`src/rtl/core/datagram_ring_fifo_tail_drop_defines.svh`:
```
// Assertion macros shared by the datagram ring RTL.
// No dependencies; included by files that carry concurrent assertions.
`ifndef DATAGRAM_RING_FIFO_TAIL_DROP_DEFINES_SVH
`define DATAGRAM_RING_FIFO_TAIL_DROP_DEFINES_SVH

// Same-cycle implication, disabled while reset is asserted.
`define DRTD_ASSERT_NOW(lbl, clk, rst_n, ante, cons) \
  lbl: assert property (@(posedge clk) disable iff (!rst_n) (ante) |-> (cons)) \
    else $error("drtd assertion failed");

// Next-cycle implication, disabled while reset is asserted.
`define DRTD_ASSERT_NEXT(lbl, clk, rst_n, ante, cons) \
  lbl: assert property (@(posedge clk) disable iff (!rst_n) (ante) |=> (cons)) \
    else $error("drtd assertion failed");

`endif

```
`src/rtl/core/drtd_pkg.sv`:
```
// Package for the datagram ring: widths, codes, state encoding, shared structs.
// No dependencies.
package drtd_pkg;

  localparam int RING_SLOTS_DEF  = 8;
  localparam int MAX_PAYLOAD_DEF = 250;
  localparam int DROP_WIDTH_DEF  = 32;

  localparam int MAC_W      = 48;
  localparam int OFF_W      = 8;
  localparam int SLOT_BYTES = 256;

  // func field codes
  localparam logic FUNC_WRITE = 1'b0;
  localparam logic FUNC_READ  = 1'b1;

  typedef enum logic [1:0] {
    ST_IDLE = 2'b01,
    ST_RD   = 2'b10
  } st_t;

  // read-side result fields (dropped count travels separately)
  typedef struct packed {
    logic             read_valid;
    logic [MAC_W-1:0] out_mac;
    logic [OFF_W-1:0] out_length;
    logic [OFF_W-1:0] out_byte;
    logic             out_byte_valid;
    logic             last_of_datagram;
  } rd_res_t;

  // read pointer update
  typedef struct packed {
    logic             tail_adv;
    logic [OFF_W-1:0] read_offset;
    logic [OFF_W-1:0] read_limit;
  } rd_upd_t;

endpackage

```
`src/rtl/core/drtd_rd_resp.sv`:
```
// Read response: forms a read result from slot RAM data and the read pointers.
// Depends on drtd_pkg.
module drtd_rd_resp (
  input  logic                             ring_empty,
  input  logic [drtd_pkg::OFF_W-1:0]       read_offset,
  input  logic [drtd_pkg::OFF_W-1:0]       read_limit,
  input  logic [drtd_pkg::OFF_W-1:0]       read_capacity,
  input  logic [drtd_pkg::OFF_W-1:0]       slot_length,
  input  logic [drtd_pkg::MAC_W-1:0]       slot_mac,
  input  logic [drtd_pkg::OFF_W-1:0]       slot_byte,
  output drtd_pkg::rd_res_t                res,
  output drtd_pkg::rd_upd_t                upd
);
  import drtd_pkg::*;

  logic [OFF_W-1:0] lim;
  logic [OFF_W-1:0] off_inc;

  // limit latched at first byte of a datagram
  assign lim = (read_offset == '0) ?
               ((slot_length > read_capacity) ? read_capacity : slot_length) : read_limit;
  assign off_inc = read_offset + OFF_W'(1);

  always_comb begin
    res             = '0;
    upd.tail_adv    = 1'b0;
    upd.read_offset = read_offset;
    upd.read_limit  = read_limit;
    if (!ring_empty) begin
      res.read_valid = 1'b1;
      res.out_mac    = slot_mac;
      res.out_length = lim;
      if (lim == '0) begin
        // empty delivery marker
        res.last_of_datagram = 1'b1;
        upd.tail_adv         = 1'b1;
        upd.read_offset      = '0;
        upd.read_limit       = '0;
      end else begin
        res.out_byte       = slot_byte;
        res.out_byte_valid = 1'b1;
        if (off_inc >= lim) begin
          res.last_of_datagram = 1'b1;
          upd.tail_adv         = 1'b1;
          upd.read_offset      = '0;
          upd.read_limit       = '0;
        end else begin
          upd.read_offset = off_inc;
          upd.read_limit  = lim;
        end
      end
    end
  end
endmodule

```
`config.mk`:
```
export PLATFORM = sky130hd
export DESIGN_NAME = drtd_rd_resp
export DESIGN_NICKNAME = d
export VERILOG_FILES = /design/src/rtl/core/datagram_ring_fifo_tail_drop_defines.svh /design/src/rtl/core/drtd_pkg.sv /design/src/rtl/core/drtd_rd_resp.sv
export SDC_FILE = /design/constraint.sdc
export NUM_CORES = 1
export LEC_CHECK = 0
export ABC_AREA = 1
export BUFFER_PORTS_ARGS = -buffer_cell sky130_fd_sc_hd__buf_4
export CAP_MARGIN = 30
export CORE_UTILIZATION = 37
export DETAILED_ROUTE_END_ITERATION = 16
export PLACE_DENSITY = 0.85
export RECOVER_POWER = 100
export SYNTH_ARGS = -nofsm -noshare
export SYNTH_HDL_FRONTEND = slang
export SYNTH_SLANG_ARGS = --single-unit
```
`constraint.sdc`:
```
create_clock -name vclk -period 5.4
set_clock_uncertainty 0.15 [all_clocks]
set_input_delay 1.08 -clock vclk [all_inputs]
set_output_delay 1.08 -clock vclk [all_outputs]
set_load 0.1 [all_outputs]
```
== Word-level counts from Yosys, hierarchy flattened ==
Cells that the tools add are included.

* Memories kept: 0
* Bits of input ports: 89
* Latch bits: 0
* RAM bits: 0
* Register bits: 0
* Logic and storage cells: 14
* ROM bits: 0
* Output and inout bits: 84

* Mux-type cells: 9
* Divide/modulo/power cells: 0
* Eq/ne operators: 0
* Add/subtract/negate cells: 1
* Reductions and logical operators: 2
* Bitwise operators: 0
* Shift operators: 0
* Multipliers: 0
* $lt $le $gt $ge: 2

{| class="wikitable"
|+ Operators by type and width
! operator !! number
|-
| 67-bit two-way mux || 1
|-
| 17-bit two-way mux || 2
|-
| 8-bit logical NOT || 2
|-
| 16-bit two-way mux || 1
|-
| 8-bit two-way mux || 2
|-
| 9-bit two-way mux || 1
|-
| 8-bit by 1-bit adder with 8-bit output, second input constant || 1
|-
| 8-bit greater-or-equal comparator || 1
|-
| 8-bit greater-than comparator || 1
|-
| 1-bit two-way mux || 2
|}

== Depth between registers and ports, before layout ==
Gate-level depths: netlist of the first run.

* Depth after elaboration: 7
* Gate-level depth with buffers: 25
* Mapped depth without buffers: 24

== Worst setup path after synthesis of the first run ==
OpenSTA, ideal clock, no wires.

* Path type: in2out
* From: input port read_capacity[7] (netlist bit)
* To: output port upd[0] (netlist bit)
* Arrival: 5467 ps
* Data required time: 4170 ps
* Stages on the path: 17
* Path slack: -1297 ps
* Path buffers: 1
* Cell sequence: inv_1 -> ha_1 -> nand2_1 -> nor2_2 -> nand4_2 -> nand2_2 -> nand2_1 -> nand3_1 -> nand2_1 -> ha_1 -> a21oi_1 -> o21ai_0 -> nand2_1 -> o211ai_1 -> a31o_2 -> buf_1 -> o31ai_1

{| class="wikitable"
|+ RTL lines
! what !! line !! source
|-
| from (decl) || drtd_rd_resp.sv:7 || <nowiki>input logic [drtd_pkg::OFF_W-1:0] read_capacity,</nowiki>
|-
| to (decl) || drtd_rd_resp.sv:12 || <nowiki>output drtd_pkg::rd_upd_t upd</nowiki>
|}

==> flow_metrics.tcl, run 1 <==
set metrics [dict create \
    synth.area.top_cells "inv_1 19%, nor2_1 16%, ha_1 14%, nand2_1 12%, nand3_1 8.0%" \
    grt_pass1_wl_um 8597 \
    grt_use_total_pct 23.21 \
    syn_inst 324 \
    grt_max_degree 84 \
    die_width_um 68.38 \
    slew_headroom_pct 18.30 \
    final_antenna_net_count 0 \
    yosys.area.top_type_share_pct 19.34 \
    gp_congestion 0.8590 \
    setup_viol 0 \
    placed_cells 539 \
    start_util_pct 39.62 \
    pin_count 173 \
    ctsHoldBuffers 0 \
    fin_ws_ns 0.2489 \
    critPathRequiredTime_ns 4.17 \
    max_freq_ghz 0.1941 \
    drt-pass1-iter-count 4 \
    seq_area_frac_synth_pct 0 \
    tightestPinTransition_ns 1.231 \
    irDropWorstVdd_mv 0.1483 \
    drive_gt1_share_pct 34.62 \
    grt_overflow 0 \
    yosysWarnings 0 \
    post-place-ws_ns 0.04058 \
    syn_avg_cell_area_um2 5.032 \
    nNetsFinal 603 \
    antenna_found_initial 0 \
    synthesis.nets 431 \
    path_max_fanout 8 \
    fp.dieArea_um2 4676 \
    p_leak_uw 0.001796 \
    cap_violations 0 \
    outcome "complete, no violations" \
    routed_wl_um 6216 \
    fin_crit_ns 5.151 \
    std_cell_rows 23 \
    finish.utilization_pct 71.60 \
    fin_cells 544 \
    seq_cell_count 0 \
    post_drt_wl_per_cell_um 11.43 \
    synthesis.area_um2 1630 \
    end_kind "output port" \
    finalSetupTns_ns 0 \
    seq_area_um2 0 \
    powerDensity_nw_per_um2 183.1 \
    startpoint_type "input pin" \
    antenna_cells 0 \
    finalCritPeriodShare_pct 95.39 \
    slew_violations 0 \
    hp-class "in2out" \
    die_h_um 68.38 \
    ys_types 27 \
    grt_pass1_vias 2077 \
    io_buffers 173 \
    num-clock-buffers 0 \
    critPathArrivalTime_ns 3.92 \
    core_area_um2 4115 \
    yosys.area.top_type "inv_1" \
    drtIter0Drc 78 \
    hold_slack_ns 2.409 \
    num_vias 2495 \
    hpwlAfterDp_um 5044 \
    setup.worst_path.class "in2out" \
    hold_viol 0 \
    drc 0 \
    vias_per_cell 4.586 \
    syn_to_final_growth_pct 80.74 \
]
==> cells by family after synthesis <==
| family | synth area share (%) |
|---|---|
| buf+inv | 23.48 |
| simple gates | 51.65 |
| xor+xnor | 3.223 |
| fa+ha+maj | 13.81 |
| compound gates | 7.829 |
==> where the power goes <==
part / internal, uW / leakage [uW] / total (uW) / switching (uW)
logic: 130 / 0.00180 / 539 / 410
clock network: 0 / 0 / 0 / 0
registers: 0 / 0 / 0 / 0
==> final cells by class <==
| cell class | instances | area [um^2] |
|---|---|---|
| Tap cell | 50 | 62.56 |
| Multi-Input combinational cell | 227 | 1366 |
| Timing Repair Buffer | 180 | 1191 |
| Inverter | 87 | 326.6 |
| Fill cell | 398 | 1169 |
==> synth_stat cells <==
master / instances
inv_1: 84
nor2_1: 70
nand2_1: 54
nand3_1: 26
ha_1: 18
nor2_2: 11
clkbuf_1: 9
nand2_2: 8
o31ai_1: 8
a21oi_1: 6
or2_2: 6
xor2_1: 5
inv_2: 3
nand4_2: 2
or2_1: 2
a21o_1: 1
a21oi_2: 1
a31o_2: 1
buf_1: 1
buf_4: 1
buf_6: 1
nand2_4: 1
nand2_8: 1
nor4_4: 1
o211ai_1: 1
o21ai_0: 1
xnor2_1: 1
==> worst max-delay path, cell delays in order <==
cell	delay [ns]
buf_4	0.09
inv_1	0.04
ha_1	0.30
a21oi_1	0.16
nor2_1	0.08
nor2_2	0.12
nand2_2	0.12
nand2_4	0.12
nand2_1	0.06
nand3_1	0.08
nand2_2	0.08
ha_1	0.30
nand2_1	0.08
nor2_1	0.24
nand2_1	0.09
o211ai_1	0.16
a31o_4	0.20
inv_1	0.09
a21oi_4	0.17
buf_6	0.26
==> cells in the final DEF (no fill, tap or decap), types with 2 or more instances in the layout <==
| cell | synthesis | layout |
|---|---|---|
| o31ai_2 | 0 | 6 |
| a21oi_1 | 6 | 6 |
| clkbuf_1 | 9 | 55 |
| nand2_4 | 1 | 2 |
| clkbuf_2 | 0 | 9 |
| buf_6 | 1 | 15 |
| buf_4 | 1 | 100 |
| xor2_1 | 5 | 5 |
| nand2_1 | 54 | 54 |
| inv_2 | 3 | 3 |
| or2_2 | 6 | 6 |
| or2_1 | 2 | 2 |
| nand2_2 | 8 | 8 |
| a31o_4 | 0 | 2 |
| o31ai_4 | 0 | 2 |
| inv_1 | 84 | 84 |
| nor2_2 | 11 | 11 |
| nand3_1 | 26 | 26 |
| nor2_1 | 70 | 69 |
| ha_1 | 18 | 18 |
==> layer usage <==
layer  vias up  wire length, um  track usage (%)
met5         -                0                0
li1       1303                -                -
met4         0              138            4.948
met1      1072             2305            25.78
met3        16              434            4.833
met2       104             3339            44.36
==> path summary, 6_finish.rpt <==
path | from | to | cells past startpoint
worst max-delay path | read_capacity[5] | res[0] | 20
worst min-delay path | slot_mac[0] | res[18] | 4
==> through the flow <==
step           total power [uW]  area [um^2]
2_1_floorplan             403.1         1703
3_3_place_gp              527.2         3022
3_5_place_dp              533.7         3022
4_1_cts                   534.9         3022
5_1_grt                   566.9         2947
6_report                  539.5         2947
==> repair_timing <==
item                                    in CTS  in global routing
buffers inserted                             0                  3
endpoints found under the hold margin        0                  0
resized for setup                            0                 26
endpoints found under the setup margin       0                 18
(Power assumes the default switching activity.)
==> run 2: changes to the inputs <==
==> constraint.sdc (replaced) <==
create_clock -name vclk -period 5.4
set_clock_uncertainty 0.15 [all_clocks]
set_input_delay 1.08 -clock vclk [all_inputs]
set_output_delay 1.08 -clock vclk [all_outputs]
set_load 0.005 [all_outputs]
==> flow_metrics.tcl, run 2 (synthesis results as in run 1) <==
set metrics [dict create \
    outcome "complete, no violations" \
    pin_count 173 \
    cap_violations 0 \
    drc 0 \
    io_buffers 173 \
    fp.dieArea_um2 4676 \
    startpoint_type "input pin" \
    grt_use_total_pct 24.24 \
    tightestPinTransition_ns 0.7394 \
    drive_gt1_share_pct 40.12 \
    fin_crit_ns 5.184 \
    grt_pass1_wl_um 8928 \
    finish.utilization_pct 70.33 \
    crit_slowest_cell "ha_1" \
    critPathArrivalTime_ns 3.95 \
    antenna_cells 0 \
    placed_area_um2 2943 \
    std_cell_rows 23 \
    num_vias 2437 \
    stdcell_area_um2 2894 \
    finalCritPeriodShare_pct 95.99 \
    final_common_cell "buf_4" \
    gp_congestion 0.9015 \
    startpoint "read_capacity[7]" \
    seq_cell_count 0 \
    vias_per_cell 4.547 \
    worstPathCellList "buf_4, inv_1, ha_1, nand2_1, nor2_2, nand4_2, nand2_2, nand2_1, nand3_1, nand2_1, ha_1, a21oi_1, o21ai_0, nand2_1, o211ai_1, a31o_4, o31ai_1, buf_4" \
    hp-class "in2out" \
    slew_headroom_pct 50.71 \
    p_leak_uw 0.001893 \
    crit_path_max_incr_delay_ns 0.30 \
    antenna_found_initial 0 \
    grt_max_degree 84 \
    post-place-ws_ns 0.2377 \
    seq_area_um2 0 \
    post_drt_wl_per_cell_um 11.35 \
    grt_pass1_vias 2209 \
    powerDensity_nw_per_um2 80.59 \
    drtIter0Drc 100 \
    crit_path_frequent_cell "nand2_1" \
    setup_viol 0 \
    max_freq_ghz 0.1929 \
    mostFrequentLayoutCells "122 x buf_4, 85 x inv_1, 73 x nor2_1" \
    slew_violations 0 \
    nNetsFinal 595 \
    num-clock-buffers 0 \
    irDropWorstVdd_mv 0.05271 \
    fin_ws_ns 0.2163 \
    hold_start "slot_mac[42]" \
    p_total_uw 233.2 \
    drt-pass1-iter-count 4 \
    die_h_um 68.38 \
    critPathRequiredTime_ns 4.17 \
    hold_slack_ns 2.283 \
    hpwlAfterDp_um 5207 \
    routed_wl_um 6085 \
    end_kind "output port" \
    syn_to_final_growth_pct 77.51 \
    start_util_pct 39.62 \
    setup.worst_path.class "in2out" \
    hold_viol 0 \
    grt_overflow 0 \
    core_area_um2 4115 \
    final_antenna_net_count 0 \
    die_width_um 68.38 \
    path_max_fanout 16 \
]
run 2: changes by cell type in the layout (fill, tap and decap cells not counted), moves of 2 or more:
cell      before  now
nand2_1       54   57
clkbuf_2       9    0
nand2_2        8    6
o31ai_1        0    8
o31ai_4        2    0
o31ai_2        6    0
nor2_2        11    8
buf_4        100  122
buf_6         15    0
clkbuf_1      55    6
clkbuf_4       0   46
nor2_1        69   73
run 2: critical path: cells and delay by family:
family	cells	cell delay, ns
buffers and inverters	3	0.28
adder cells (fa/ha/maj)	2	0.59
AO/OA/AOI/OAI	5	0.93
AND/OR/NAND/NOR	8	1.05
run 2: path summary, 6_finish.rpt:
path | slack, ns | to | cells past startpoint
worst max-delay path | 0.22 | upd[6] | 18
worst min-delay path | 2.28 | res[60] | 4
run 2: final cells by class:
| cell class | count | area, um^2 |
|---|---|---|
| Tap cell | 50 | 62.56 |
| Timing Repair Buffer | 174 | 1284 |
| Fill cell | 373 | 1221 |
| Multi-Input combinational cell | 225 | 1221 |
| Inverter | 87 | 326.6 |
run 2: through the flow:
stage               TNS, ns  instances
global placement          0        536
CTS                       0        536
global route        -0.1095        536
floorplan                 0        324
finish                    0        536
detailed placement        0        536
run 2: metal layers:
layer  GRT usage [%]  part of all wire, %
met1           26.86                   38
met2           46.32                   53
met3           3.833                  6.0
met4           7.292                  2.9
met5               0                    0
run 2: repair_timing:
| action | 4_1_cts | 5_1_grt |
|---|---|---|
| hold endpoints to repair | 0 | 0 |
| setup buffers | 0 | 0 |
| hold buffers | 0 | 0 |
| resized for setup | 0 | 1 |
| endpoints found under the setup margin | 0 | 14 |
run 2: power by group:
group          switching (uW)  internal, uW
registers                   0             0
logic                     109           124
clock network               0             0
total                     109           124
==> run 3: changes to the inputs <==
Settings changed: ABC_AREA 1 to unset, CORE_UTILIZATION 37 to 29, PLACE_DENSITY 0.85 to 0.72.
==> flow_metrics.tcl, run 3 <==
set metrics [dict create \
    outcome "complete, no violations" \
    pwr-share-seq_pct 0 \
    num-clock-buffers 0 \
    gp_congestion 0.8731 \
    die_h_um 72.47 \
    post-place-ws_ns 0.007246 \
    antenna_cells 0 \
    syn_avg_cell_area_um2 6.458 \
    seq_area_um2 0 \
    cp.depth 17 \
    fin_crit_ns 5.378 \
    yosys.area.top_type "nor2b_1" \
    internal_power_uw 155.9 \
    worstPathCellList "buf_4, inv_2, ha_4, nor2b_4, o211ai_1, a211o_1, buf_4, buf_4, nand3_1, a31o_2, ha_1, or3_1, o221ai_2, nand2_2, buf_12, o31ai_4, buf_4" \
    yosysWarnings 0 \
    pin_count 173 \
    start_util_pct 30.29 \
    syn_inst 223 \
    grt_overflow 0 \
    hold_start "read_limit[5]" \
    hpwlAfterDp_um 5666 \
    crit_path_frequent_cell "buf_4" \
    met2WireLength_um 3705 \
    grt_pass1_wl_um 9998 \
    grt_pass1_vias 2087 \
    dr_wl_met3_um 525 \
    routed_wl_um 7174 \
    synthesis.nets 330 \
    critPathArrivalTime_ns 4.15 \
    grt_use_total_pct 23.79 \
    switching_share_pct 41.53 \
    mostFrequentLayoutCells "181 x buf_4, 50 x nor2b_1, 18 x nand2_1" \
    die_width_um 72.47 \
    finalCritPeriodShare_pct 99.59 \
    setup_viol 0 \
    p_sw_uw 110.7 \
    drive_gt1_share_pct 58.31 \
    slew_headroom_pct 52.81 \
    drtIter0Drc 124 \
    synthesis.area_um2 1440 \
    yosys-top-cells-count "51 x nor2b_1, 20 x o21ai_0, 19 x inv_1, 19 x nand2_1" \
    antenna_found_initial 0 \
    max_freq_ghz 0.1859 \
    combPwrFrac_pct 100.0 \
    hp-class "in2out" \
    worst-path-buf-inv 6 \
    grt_max_degree 74 \
    vias_per_cell 4.860 \
    drc 0 \
    seq_area_frac_synth_pct 0 \
    final_antenna_net_count 0 \
    fp.dieArea_um2 5252 \
    p_leak_uw 0.001615 \
    syn_to_final_growth_pct 117.0 \
    end_kind "output port" \
    hold_depth 4 \
    startpoint_type "input pin" \
    irDropWorstVdd_mv 0.06893 \
    p_total_uw 266.6 \
    met1_length_um 2889 \
    crit_slowest_cell "or3_1" \
    num_vias 2284 \
    drt-pass1-iter-count 4 \
    hold_viol 0 \
    critPathTopFamily "compound AO/OA/AOI/OAI gates" \
    hold-path-endpoint "upd[5]" \
    path_max_fanout 6 \
    core_area_um2 4755 \
    finalSetupTns_ns 0 \
    cap_violations 0 \
    tightestPinTransition_ns 0.7079 \
    final.fill_count 438 \
    io_buffers 173 \
    synth.most_common_cell "nor2b_1" \
    post_drt_wl_per_cell_um 15.26 \
    critPathRequiredTime_ns 4.17 \
    slew_violations 0 \
    yosys.area.top_type_share_pct 22.15 \
    clkPwrFrac_pct 0 \
    rsz0062_at_grt "true" \
    fin_ws_ns 0.02191 \
    crit_path_max_incr_delay_ns 0.39 \
    hold_slack_ns 2.296 \
    topRoutingLayerUsed "met4" \
    seq_cell_count 0 \
    ys_types 33 \
    std_cell_rows 25 \
    setup.worst_path.class "in2out" \
    nNetsFinal 512 \
    synth.area.top_cells "nor2b_1 22%, ha_1 16%, o21ai_0 7.0%, o31ai_2 5.2%, inv_1 5.0%" \
    final_common_cell "buf_4" \
    powerDensity_nw_per_um2 85.30 \
]
-- run 3: power by group through the flow --
stage,Clock (uW),Combinational (uW),Sequential [uW]
after floorplan,0,93.9,0
after global placement,0,232,0
after detailed placement,0,235,0
after CTS,0,237,0
after global routing,0,289,0
final,0,267,0
-- run 3: worst max-delay path by stage --
| stage | slack (ns) | to | startpoint |
|---|---|---|---|
| 2_1_floorplan | 0.04 | upd[14] | read_capacity[7] |
| 3_3_place_gp | 0.08 | upd[13] | read_capacity[1] |
| 3_5_place_dp | 0.007 | upd[10] | read_offset[0] |
| 4_1_cts | 0.006 | upd[13] | read_capacity[1] |
| 5_1_grt | -0.15 | upd[10] | read_capacity[5] |
| 6_report | 0.02 | upd[10] | read_capacity[1] |
-- run 3: repair_timing --
| action | in CTS | in global routing |
|---|---|---|
| cloned | 0 | 2 |
| endpoints found under the setup margin | 2 | 18 |
| hold buffers | 0 | 0 |
| pin swaps | 1 | 9 |
| gates resized for setup | 2 | 42 |
| buffers inserted | 1 | 5 |
-- run 3: cell families (layout without fill, tap and decap cells) --
logic type,Yosys count,after routing,synth area share (%)
AOI/OAI and AO/OA,46,46,23.72
xor gates and xnor gates,6,6,3.649
buffers and inverters,32,212,9.644
adders and majority gates,18,18,15.64
and+or+nand+nor,121,121,47.35
-- run 3: cell type report --
cell class | instances | area [um^2] | area share, %
multi-input combinational | 191 | 1449 | 46.36
tap | 67 | 83.83 | 2.682
timing repair buffer | 193 | 1514 | 48.44
inverter | 19 | 78.83 | 2.522
-- run 3: stage by stage --
step / utilization (%) / cells / instance area [um^2]
after floorplan: - / 223 / 1440
after global placement: 60.11 / 462 / 2858
after global routing: 65.74 / 470 / 3126
final: 65.74 / 470 / 3126
after CTS: 60.39 / 463 / 2872
after detailed placement: 60.11 / 462 / 2858
-- run 3: layer usage --
| layer | up-vias | global-route usage (%) |
|---|---|---|
| li1 | 1125 | - |
| met1 | 1048 | 30.93 |
| met2 | 105 | 43.61 |
| met3 | 6 | 2.778 |
| met4 | 0 | 1.525 |
| met5 | - | 0 |
