==> config.mk <==
export PLATFORM = sky130hd
export DESIGN_NAME = drtd_ram
export DESIGN_NICKNAME = d
export VERILOG_FILES = /design/src/rtl/core/datagram_ring_fifo_tail_drop_defines.svh /design/src/rtl/core/drtd_ram.sv
export SDC_FILE = /design/constraint.sdc
export NUM_CORES = 1
export LEC_CHECK = 0
export ABC_AREA = 1
export BUFFER_PORTS_ARGS = -buffer_cell sky130_fd_sc_hd__clkbuf_2
export CAP_MARGIN = 20
export CORE_MARGIN = 5
export CORE_UTILIZATION = 63
export CTS_CLUSTER_DIAMETER = 120
export DETAILED_ROUTE_END_ITERATION = 8
export PLACE_DENSITY = 0.83
export SKIP_LAST_GASP = 1
export SLEW_MARGIN = 40
export SYNTH_ARGS = -nofsm -noshare
export SYNTH_HDL_FRONTEND = slang
export SYNTH_SLANG_ARGS = --single-unit
export TNS_END_PERCENT = 1
==> constraint.sdc <==
create_clock -name clk -period 2 [get_ports clk]
set_input_delay 0.1 -clock clk [delete_from_list [all_inputs] [get_ports clk]]
set_output_delay 0.1 -clock clk [all_outputs]
set_load 0.01 [all_outputs]
==> src/rtl/core/datagram_ring_fifo_tail_drop_defines.svh <==
// Assertion macros shared by the datagram ring RTL.
// No dependencies; included by files that carry concurrent assertions.
`ifndef DATAGRAM_RING_FIFO_TAIL_DROP_DEFINES_SVH
`define DATAGRAM_RING_FIFO_TAIL_DROP_DEFINES_SVH

// Same-cycle implication, disabled while reset is asserted.
`define DRTD_ASSERT_NOW(lbl, clk, rst_n, ante, cons) \
  lbl: assert property (@(posedge clk) disable iff (!rst_n) (ante) |-> (cons)) \
    else $error("drtd assertion failed");

// Next-cycle implication, disabled while reset is asserted.
`define DRTD_ASSERT_NEXT(lbl, clk, rst_n, ante, cons) \
  lbl: assert property (@(posedge clk) disable iff (!rst_n) (ante) |=> (cons)) \
    else $error("drtd assertion failed");

`endif

==> src/rtl/core/drtd_ram.sv <==
// Generic simple dual-port RAM, one write and one registered read port.
// No dependencies.
module drtd_ram #(
  parameter int WIDTH = 8,
  parameter int DEPTH = 8
) (
  input  logic                     clk,
  input  logic                     we,
  input  logic [$clog2(DEPTH)-1:0] waddr,
  input  logic [WIDTH-1:0]         wdata,
  input  logic                     re,
  input  logic [$clog2(DEPTH)-1:0] raddr,
  output logic [WIDTH-1:0]         rdata
);
  logic [WIDTH-1:0] mem [DEPTH];
  logic [WIDTH-1:0] rdata_r;

  always_ff @(posedge clk) begin
    if (we) begin
      mem[waddr] <= wdata;
    end
    if (re) begin
      rdata_r <= mem[raddr];
    end
  end

  assign rdata = rdata_r;
endmodule

Word-level counts from Yosys, hierarchy flattened
Memories as Yosys holds them, arrays and structs flattened. A register that Yosys moved wholly into a read port is not among the register bits.
Index checks and enable logic that the tools add are counted.
{ "op_classes": {"muxes": 2} }
{ "ops": {"columns": ["cell", "count"], "rows": [
  ["1-bit 2-to-1 mux", 2]
]} }
{ "word_totals": {"register_bits": 0, "ramBits": 64, "wordCells": 3, "n_memories": 1} }
{ "memory_table": {"columns": ["memory", "depth", "width", "read_ports", "rd_ports_with_merged_regs", "write_ports", "line_no", "text"], "rows": [
  ["mem", 8, 8, 1, 1, 1, "drtd_ram.sv:15", "logic [WIDTH-1:0] mem [DEPTH];"]
]} }

Logic depth before layout (Yosys ltp)
Gate-level depths: netlist of the first run.
{ "logic_depth": {"depth_word": 2, "mapped_depth": 8} }

Worst setup path before layout of the first run
No wires, ideal clock.
{ "synth_timing": {"kind": "input-to-reg", "start": "input port waddr[0]", "end": "memory mem[0][0], enable pin", "setup_ns": 0.370, "t_arrival_ns": 0.605, "required_time_ns": 1.630, "path_slack_ns": 1.025, "cell_stages": 3, "n_path_buf": 0, "cell_sequence": "inv_1 > nand2_1 > nor2_1"} }
{ "synth_rtl": {"columns": ["element", "line_no", "text"], "rows": [
  ["start: declaration", "drtd_ram.sv:9", "input logic [$clog2(DEPTH)-1:0] waddr,"],
  ["end: declaration", "drtd_ram.sv:15", null]
]} }
Straight into the memory's write port.

Worst setup path after layout of the first run
{ "layout_timing": {"start": "input port waddr[0]", "end": "memory mem[4][3], enable pin"} }
Straight into the memory's write port.

==> metrics.md, run 1 <==
| Metric | Value |
|---|---|
| Core footprint | 4790 um2 |
| Skew final | around 0.0079 ns |
| Number of global-route vias before repair | 1,953 |
| Post-CTS setup buffers | 0 |
| Final hold violation count | 0 |
| Post-synth cell types | 10 |
| DIE AREA | around 6500 um2 |
| Final worst-path cycle share | 0.517 |
| Multi-input gate area | 606 um2 |
| Sw Share | 0.206 |
| Mapped cell area | 3130 um2 |
| Final std cells w/o fill | 404 |
| Worst Max-Slew Pin Slew | a little over 0.8 ns |
| Largest net degree at the start of global routing | 33 |
| Simple-Gate Fraction of Synth Area | 0.193 |
| Post-Route WL | 5.83 mm |
| Mapped Avg Cell Area | around 10 um2 |
| Grt ovf | 0 |
| Synth warn | 0 |
| CP max stage delay | 0.66 ns |
| Clk root buf | clkbuf_8 |
| HP Start | wdata[3] |
| Final ANT Viol Nets | 0 |
| 1st-iter DRT viols | 169 |
| Filler cells | 326 |
| Clk slew on worst S/H paths | 0.07 ns |
| Syn_nets | 320 |
| Crit path kind | primary input to register |
| Worst R2R Setup Slack | 0.97 ns |
| Finished Cell Area | 3510 um2 |
| CTS resizes | 0 |
| Worst EP arrival | 1.00 ns |
| Starting Density | 0.654 |
| Area share of the largest cell type after synthesis | 0.691 |
| Initial antenna violation count | 0 |
| HPWL Detailed | 3.83 mm |
| Critical path launch point | waddr[0] |
| Register area share after synthesis | 0.691 |
| Max-Cap Viols | 0 |
| CTS tree | yes |
| Pwr/cell area | roughly 940 nW/um2 |
| Num CTS Buffers | 9 |
| Crit path cell chain | clkbuf_2, inv_1, nand2_1, nor2_1 |
| Max FO, Critical Path | 8 |
| Synthesized flop and latch total | between 70 and 80 |
| Post-synthesis xor/xnor area fraction | 0 |
| GP Congestion | 0.834 |
| RSZ-0062 raised after global routing | no |
| H-tree lvl count | 3 |
| Worst-Skew Late Latency | 0.34 ns |
| Post-Syn Instances | 303 |
| Clock power share | 0.406 |
| Largest family of logic cells by synthesized area | simple AND/OR/NAND/NOR gates |
| TNS Setup | 0 ns |
| Worst Hold Class | primary input to register |
| Compound-gate portion of the synthesized area | 0 |
| Internal | roughly 2.6 mW |
| Status | complete, no violations |
| CP max stage cell | nor2_1 |
| Reg area | 2160 um2 |
| Max-slew headroom | 0.455 |
| VDD IR max | about 900 uV |
| Layout cells sized above 1 | 0.136 |
| Static Leakage | approximately 1.6 nW |
| Vias per inst | about 5 |
| Placed cells | around 390 |
| Total number of vias | 2,017 |
| Logic pwr share | 0.066 |
| Post-route minimum period | 1.03 ns |
| IO buf count | 24 |
| Nets | 349 |
| First-pass GRT wire length | 9.26 mm |
| Synth area leader | edfxtp_1 |
| Rows | 25 |
| Reg-to-reg startpoint | mem[3][2] |
| Switching pwr | 0.677 mW |
| Crit path launch type | primary input |
| Deepest clock path buffer count | 2 |
| Multiplexer share of the synthesized area | 0 |
| WL/cell | between 10 and 15 um |
| Fin. max-slew vios | 0 |
| Die Y | about 80 um |
| CP Capture Type | register |
| Area Overhead vs Synth | 12.1% |
| Gr usage total | 0.201 |
| Total clock sinks | between 70 and 80 |
| Fmax | 967 MHz |
| DR DRC count | 0 |
| Worst path required time | roughly 2 ns |
| Pre-CTS WS | 0.576 ns |
| Ant diodes | 0 |
| Final Worst Setup Slack | roughly 0.97 ns |
| Portion of total power attributed to sequential cells | 0.529 |
| Dominant cells by area after synthesis | edfxtp_1 (69%), nand2_1 (13%), inv_1 (8.2%) |
| Setup violators final | 0 |
| Area post-placement | 3270 um2 |
| I/O pin count | 25 |
| Hold-fix buffers, CTS | 0 |
| Die boundary width | about 80 um |
| Adder-Cell Fraction of Synth Area | 0 |
| Initial DRT Pass Iterations | 5 |
-- final timing paths --
check                                 end  cells past startpoint
worst max-delay path            mem[4][3]                      4
worst min-delay path            mem[6][3]                      1
worst max register to register   rdata[2]                      6
worst min register to register   rdata[3]                      6
-- metrics by stage --
step | util | total power, mW | hold slack, ns
2_1_floorplan | - | 1.91 | 0.199
3_3_place_gp | 0.684 | 1.97 | 0.379
3_5_place_dp | 0.684 | 1.98 | 0.388
4_1_cts | 0.733 | 3.30 | 0.0344
5_1_grt | 0.733 | 3.40 | 0.0555
6_report | 0.733 | 3.28 | 0.0434
-- per-layer routing --
layer | global-route usage | vias to the layer above | share of wire
li1 | - | 999 | -
met1 | 0.239 | 941 | 0.40
met2 | 0.337 | 67 | 0.51
met3 | 0.0426 | 10 | 0.065
met4 | 0.115 | 0 | 0.018
met5 | 0 | - | 0
-- layout by cell type, fill, tap and decap left out --
master,instances
nand2_1,110
edfxtp_1,72
inv_1,68
nand3_1,32
clkbuf_2,24
clkbuf_8,9
nor2_1,7
buf_4,5
bufinv_16,3
clkinv_1,2
inv_4,1
inv_2,1
nor2_2,1
clkinvlp_4,1
clkinv_2,1
-- cell usage after synthesis --
master      n
buf_2       2
buf_4       3
buf_6       6
edfxtp_1   72
inv_1      68
inv_2       1
inv_4       1
nand2_1   110
nand3_1    32
nor2_1      8
-- cell families (layout without fill, tap and decap cells) --
logic type,Yosys count,after routing
buf+inv,81,115
simple gates,150,150
flops,72,72
-- final cells by class --
| class | instances | share of cell area |
|---|---|---|
| clock buffer | 9 | 0.0353 |
| sequential | 72 | 0.616 |
| multi-input combinational | 150 | 0.173 |
| clock inverter | 7 | 0.0314 |
| tap | 67 | 0.0239 |
| inverter | 70 | 0.0756 |
| timing repair buffer | 29 | 0.0449 |
-- state kept, by name (all words and copies together) (netlist names) --
| register | count |
|---|---|
| rdata | 8 |
| mem | 64 |
-- power groups by stage --
stage / Combinational [mW] / Sequential (mW) / Clock [mW]
floorplan: 0.134 / 1.77 / 0
global placement: 0.206 / 1.77 / 0
detailed placement: 0.213 / 1.77 / 0
CTS: 0.216 / 1.74 / 1.35
global route: 0.243 / 1.74 / 1.42
finish: 0.216 / 1.74 / 1.33
-- critical path: cells and delay by family --
family                 cells  cell delay (ns)
buffers and inverters      2             0.13
AND/OR/NAND/NOR            2             0.76
No activity file was read; power rests on OpenSTA's default activity.
==> inputs of run 2 (changes only) <==
--- a/config.mk
+++ b/config.mk
@@ -5,14 +5,14 @@
 export SDC_FILE = /design/constraint.sdc
 export NUM_CORES = 1
 export LEC_CHECK = 0
-export ABC_AREA = 1
+export ABC_AREA = 0
 export BUFFER_PORTS_ARGS = -buffer_cell sky130_fd_sc_hd__clkbuf_2
 export CAP_MARGIN = 20
 export CORE_MARGIN = 5
-export CORE_UTILIZATION = 63
+export CORE_UTILIZATION = 58
 export CTS_CLUSTER_DIAMETER = 120
 export DETAILED_ROUTE_END_ITERATION = 8
-export PLACE_DENSITY = 0.83
+export PLACE_DENSITY = 0.78
 export SKIP_LAST_GASP = 1
 export SLEW_MARGIN = 40
 export SYNTH_ARGS = -nofsm -noshare
==> constraint.sdc (replaced) <==
create_clock -name clk -period 1 [get_ports clk]
set_input_delay 0.05 -clock clk [delete_from_list [all_inputs] [get_ports clk]]
set_output_delay 0.05 -clock clk [all_outputs]
set_load 0.01 [all_outputs]
==> metrics.md, run 2 <==
| Metric | Value |
|---|---|
| Worst Max-Slew Pin Slew | 0.277 ns (-0.538 ns) |
| CP max stage delay | 0.48 ns (-0.18 ns) |
| GP Congestion | 0.740 (-11%) |
| Initial antenna violation count | 0 (unchanged) |
| Rows | 25 (unchanged) |
| Crit path cell chain | mux4_2, mux2_2 |
| Clk slew on worst S/H paths | 0.07 ns (about the same) |
| Worst Hold Class | primary input to register |
| Post-Syn Instances | 114 (-62%) |
| Most common library cells after synthesis | edfxtp_1 (72), mux4_1 (15), mux2_2 (8), nor2_1 (6), nand2b_1 (3) |
| CP max stage cell | mux4_2 |
| Most flops, register | mem |
| Layout cells sized above 1 | 0.430 (+0.294) |
| Ant diodes | 0 (unchanged) |
| Grt ovf | 0 (unchanged) |
| Simple-Gate Fraction of Synth Area | 0.0212 (-0.171) |
| Worst path required time | 1.09 ns (-0.87 ns) |
| Skew final | 0.00500 ns (-0.00288 ns) |
| Deepest clock path buffer count | 2 (unchanged) |
| Internal | 4.76 mW (+83%) |
| Fmax | 724 MHz |
| Final worst-path cycle share | 1.38 |
| Register area share after synthesis | 0.780 (+0.0895) |
| Logic pwr share | 0.065 (about the same) |
| Clock power share | 0.350 (-0.056) |
| Area post-placement | 2990 um2 (-8.7%) |
| Post-synthesis xor/xnor area fraction | 0 (unchanged) |
| Pwr/cell area | 1850 nW/um2 (+97%) |
| Mapped cell area | 2770 um2 (-11%) |
| Sw Share | 0.197 (-0.00967) |
| Max-slew headroom | 0.815 (+0.361) |
| Nets | 177 (-49%) |
| Switching pwr | 1.17 mW (+72%) |
| Gr usage total | 0.169 (-0.0315) |
| Post-synth cell types | 13 (+3) |
| Final ANT Viol Nets | 0 (unchanged) |
| Most common cell in the synthesized netlist | edfxtp_1 |
| Largest family of logic cells by synthesized area | multiplexers |
| Mapped Avg Cell Area | 24.3 um2 (+140%) |
| Crit path launch type | register |
| Starting Density | 0.591 (-0.0635) |
| Crit path kind | register to register |
| Final hold violation count | 0 (unchanged) |
| Area Overhead vs Synth | 15.9% |
| Post-Route WL | 4.62 mm (-21%) |
| Failing checks | negative setup slack |
| Number of synthesized flops with an enable pin | 72 (unchanged) |
| H-tree lvl count | 3 (unchanged) |
| CP Capture Type | register |
| VDD IR max | 1020 uV (+14%) |
| Most common cell after layout, fill and taps aside | edfxtp_1 |
| Number of global-route vias before repair | 1,351 (-31%) |
| Synth area leader | edfxtp_1 |
| Setup violators final | 8 (+8) |
| First-pass GRT wire length | 7.31 mm (-21%) |
| Adder-Cell Fraction of Synth Area | 0 (unchanged) |
| Total number of vias | 1,230 (-39%) |
| Dominant cells by area after synthesis | edfxtp_1 (78%), mux4_1 (14%), mux2_2 (3.3%) |
| Clk root buf | clkbuf_8 |
| Vias per inst | 5.62 (+12%) |
| Async set-reset flop share out of synthesis | 0 (unchanged) |
| Commonest cells after routing, fill and taps aside | edfxtp_1 (72), clkbuf_2 (24), mux4_2 (16) |
| Worst-Skew Late Latency | 0.33 ns (about the same) |
| Num CTS Buffers | 9 (unchanged) |
| Max FO, Critical Path | 1 (-7) |
| IO buf count | 24 (unchanged) |
| Syn_nets | 131 (-59%) |
| Max reg flops | 64 (unchanged) |
| Status | finished with violations |
| Synth Flop Type | edfxtp_1 |
| Synthesized flop and latch total | 72 (unchanged) |
| DIE AREA | 6260 um2 (-3.4%) |
| Compound-gate portion of the synthesized area | 0 (unchanged) |
| Total clock sinks | 72 (unchanged) |
| CTS tree | yes |
| CP top delay family | multiplexers |
| Die Y | 79.1 um (-1.7%) |
| WL/cell | 21.1 um (+46%) |
| Finished Cell Area | 3210 um2 (-8.5%) |
| Die boundary width | 79.1 um (-1.7%) |
| Fin. max-slew vios | 0 (unchanged) |
| Final Worst Setup Slack | -0.381 ns (-1.35 ns) |
| Post-route minimum period | 1.38 ns |
| Synth warn | 0 (unchanged) |
| RSZ-0062 raised after global routing | yes |
| DR DRC count | 0 (unchanged) |
| Area share of the largest cell type after synthesis | 0.780 (+0.0895) |
| Largest net degree at the start of global routing | 17 (-48%) |
| Max-Cap Viols | 0 (unchanged) |
| Core footprint | 4690 um2 (-2.0%) |
| Final hold slack | 0.00661 ns (-0.0368 ns) |
| CP bufs+invs | 0 (-2) |
| Multiplexer share of the synthesized area | 0.183 (+0.183) |
| Initial DRT Pass Iterations | 4 (-1) |
| Worst EP arrival | 1.47 ns (+0.47 ns) |
| Post-CTS setup buffers | 0 (unchanged) |
| Portion of total power attributed to sequential cells | 0.586 (+0.057) |
| 1st-iter DRT viols | 128 (-24%) |
| I/O pin count | 25 (unchanged) |
| HPWL Detailed | 3.03 mm (-21%) |
| Static Leakage | 1.11 nW (-32%) |
## run 2: power by group through the flow
stage | combinational (mW) | sequential [mW] | clock [mW]
detailed placement | 0.371 | 3.54 | 0
finish | 0.384 | 3.47 | 2.07
floorplan | 0.201 | 3.55 | 0
global placement | 0.354 | 3.53 | 0
CTS | 0.384 | 3.48 | 2.11
global route | 0.417 | 3.48 | 2.26
## run 2: logic make-up (layout without fill, tap and decap cells)
group / count (synthesis) / after routing
AND/OR/NAND/NOR: 13 / 13
multiplexers: 24 / 24
flip-flops: 72 / 72
buffers and inverters: 5 / 56
## run 2: repair_timing
| item | CTS | global route |
|---|---|---|
| resized for setup | 0 | 2 |
| setup endpoints to repair | 8 | 8 |
| hold endpoints to repair | 31 | 0 |
| cloned | 0 | 0 |
| hold buffers | 4 | 0 |
## run 2: area by class of cell
type	count	area [um2]
sequential	72	2160
fill	304	1480
multi-input combinational	37	517
timing repair buffer	40	288
clock buffer	10	128
tap	54	67.6
clock inverter	6	50.0
## run 2: stage by stage
step | utilization | power [mW] | cells | setup WS, ns | TNS [ns]
after floorplan | - | 3.75 | 114 | -0.295 | -5.00
after global placement | 0.637 | 3.89 | 199 | -0.369 | -2.87
after detailed placement | 0.637 | 3.91 | 199 | -0.393 | -3.04
after CTS | 0.683 | 5.97 | 219 | -0.383 | -2.87
after global routing | 0.685 | 6.16 | 219 | -0.397 | -3.09
final | 0.685 | 5.93 | 219 | -0.381 | -2.83
## run 2: worst paths after layout
kind / from / endpoint / slack (ns) / depth (start not counted)
setup / recovery: mem[4][3] / rdata[3] / -0.38 / 2
hold / removal: wdata[1] / mem[6][1] / 0.007 / 1
hold reg to reg: mem[7][4] / rdata[4] / 0.76 / 2
setup reg to reg: mem[4][3] / rdata[3] / -0.38 / 2
## run 2: layer usage
metal	vias to the layer above	wire, um	global-route usage
met2	31	2470	0.283
met1	623	1850	0.207
met4	0	108	0.0876
met5	-	0	0
met3	11	194	0.0385
li1	565	-	-
==> inputs of run 3 (changes only) <==
--- a/config.mk
+++ b/config.mk
@@ -8,11 +8,13 @@
 export ABC_AREA = 0
 export BUFFER_PORTS_ARGS = -buffer_cell sky130_fd_sc_hd__clkbuf_2
 export CAP_MARGIN = 20
+export CORE_ASPECT_RATIO = 1.25
 export CORE_MARGIN = 5
-export CORE_UTILIZATION = 58
+export CORE_UTILIZATION = 65
+export CTS_BUF_LIST = sky130_fd_sc_hd__clkbuf_4
 export CTS_CLUSTER_DIAMETER = 120
 export DETAILED_ROUTE_END_ITERATION = 8
-export PLACE_DENSITY = 0.78
+export PLACE_DENSITY = 0.86
 export SKIP_LAST_GASP = 1
 export SLEW_MARGIN = 40
 export SYNTH_ARGS = -nofsm -noshare
==> constraint.sdc (replaced) <==
create_clock -name clk -period 1.75 [get_ports clk]
set_input_delay 0.0875 -clock clk [delete_from_list [all_inputs] [get_ports clk]]
set_output_delay 0.0875 -clock clk [all_outputs]
set_load 0.01 [all_outputs]
==> metrics.md, run 3 (synthesis results as in run 2) <==
| Metric | Value |
|---|---|
| Status | complete, no violations |
| Filler cells | 240 (-21%) |
| Logic pwr share | 0.068 (+0.003) |
| Metal1 wirelength | 1.71 mm (-7.3%) |
| Ant diodes | 0 (unchanged) |
| Max-Cap Viols | 0 (unchanged) |
| Final hold slack | 0.117 ns (+0.111 ns) |
| HPWL Detailed | 2.77 mm (-8.6%) |
| Max FO, Critical Path | 1 (unchanged) |
| Portion of total power attributed to sequential cells | 0.657 (+0.071) |
| DIE AREA | 5680 um2 (-9.3%) |
| WL/cell | 19.6 um (-7.1%) |
| Clk root buf | clkbuf_4 |
| Final ANT Viol Nets | 0 (unchanged) |
| Largest net degree at the start of global routing | 17 (unchanged) |
| Most common cell after layout, fill and taps aside | edfxtp_1 |
| First-pass GRT wire length | 6.62 mm (-9.5%) |
| Max reg flops | 64 (unchanged) |
| Worst-Skew Late Latency | 0.38 ns (+0.05 ns) |
| Grt ovf | 0 (unchanged) |
| Post-CTS setup buffers | 0 (unchanged) |
| Core footprint | 4100 um2 (-13%) |
| H-tree lvl count | 3 (unchanged) |
| Met2 Wirelength | 2.40 mm (-3.0%) |
| Crit path kind | register to register |
| Final worst-path cycle share | 0.820 (-0.560) |
| Met3 WL post-DR | 121 um (-38%) |
| CP Capture Type | register |
| Layout cells sized above 1 | 0.343 (-0.0869) |
| Total number of vias | 1,236 (+0.49%) |
| Initial DRT Pass Iterations | 4 (unchanged) |
| Switching pwr | 0.610 mW (-48%) |
| Starting Density | 0.676 (+0.0855) |
| Total clock sinks | 72 (unchanged) |
| Clk slew on worst S/H paths | 0.10 ns (+0.03 ns) |
| Sw Share | 0.202 (+0.00571) |
| Rows | 26 (+4.0%) |
| Clock power share | 0.275 (-0.075) |
| Skew final | 0.00943 ns (+0.00444 ns) |
| Post-Route WL | 4.35 mm (-5.8%) |
| Crit path launch type | register |
| Fmax | 696 MHz (-3.8%) |
| Final Worst Setup Slack | 0.314 ns (+0.695 ns) |
| Num CTS Buffers | 9 (unchanged) |
| Finished Cell Area | 3190 um2 (-0.70%) |
| Worst path required time | 1.89 ns (+0.80 ns) |
| Die boundary width | 68.4 um (-14%) |
| Area Overhead vs Synth | 15.1% |
| Vias per inst | 5.57 (-0.87%) |
| Worst Hold Class | primary input to register |
| RSZ-0062 raised after global routing | no |
| Gr usage total | 0.175 (+0.00543) |
| I/O pin count | 25 (unchanged) |
| Worst Max-Slew Pin Slew | 0.368 ns (+0.0912 ns) |
| Pwr/cell area | 945 nW/um2 (-49%) |
| Most flops, register | mem |
| Max-slew headroom | 0.755 (-0.0608) |
| Post-route minimum period | 1.44 ns (+0.0552 ns) |
| Static Leakage | 1.13 nW (+1.8%) |
| Worst EP arrival | 1.58 ns (+0.11 ns) |
| Fin. max-slew vios | 0 (unchanged) |
| Final hold violation count | 0 (unchanged) |
| Number of global-route vias before repair | 1,279 (-5.3%) |
| DR DRC count | 0 (unchanged) |
| Initial antenna violation count | 0 (unchanged) |
| Setup violators final | 0 (-8) |
| Die Y | 83.0 um (+4.9%) |
| Deepest clock path buffer count | 2 (unchanged) |
| Internal | 2.40 mW (-50%) |
| TNS Setup | 0 ns (+2.83 ns) |
| GP Congestion | 0.711 (-3.9%) |
| VDD IR max | 632 uV (-38%) |
| IO buf count | 24 (unchanged) |
| Commonest cells after routing, fill and taps aside | edfxtp_1 (72), clkbuf_2 (24), mux4_1 (15) |
| CTS tree | yes |
| Pre-CTS WS | 0.265 ns (+0.658 ns) |
| Area post-placement | 3000 um2 (+0.38%) |
| Highest metal used | met4 |
| Nets | 178 (+0.56%) |
| 1st-iter DRT viols | 57 (-55%) |
[run 3: layer usage]
layer  track usage  vias to the layer above
li1              -                      585
met1         0.218                      617
met2         0.277                       25
met3        0.0365                        9
met4        0.0976                        0
met5             0                        -
[run 3: worst max-delay path, stage by stage (launching register included)]
cell,delay (ns)
edfxtp_1,0.40
mux4_1,0.52
mux2_2,0.27
[run 3: what timing repair did]
item,4_1_cts,5_1_grt
resized for setup,0,0
hold endpoints to repair,64,0
hold buffers,8,0
[run 3: layout make-up]
type / instances / area (um2) / share of cell area
Clock buffer: 12 / 90.1 / 0.0282
Multi-Input combinational cell: 37 / 566 / 0.177
Tap cell: 56 / 70.1 / 0.0220
Timing Repair Buffer: 41 / 280 / 0.0879
Sequential cell: 72 / 2160 / 0.678
Clock inverter: 4 / 21.3 / 0.00667
[run 3: per-stage QoR]
step	power, mW	instances	util
global route	3.15	222	0.778
global placement	2.20	198	0.731
floorplan	2.13	114	-
CTS	3.05	222	0.778
finish	3.01	222	0.778
detailed placement	2.21	198	0.731
[run 3: path summary, 6_finish.rpt]
kind,start,to,slack [ns],cells past startpoint
max,mem[1][5],rdata[5],0.31,2
min,re,rdata[6],0.12,1
max reg2reg,mem[1][5],rdata[5],0.31,2
min reg2reg,mem[4][6],rdata[6],0.76,2
[run 3: power groups by stage]
stage                     logic (mW)  registers (mW)  clock network, mW
after global routing           0.219            1.99              0.943
final                          0.203            1.98              0.830
after detailed placement       0.192            2.02                  0
after floorplan                0.104            2.02                  0
after global placement         0.182            2.02                  0
after CTS                      0.207            1.98              0.857
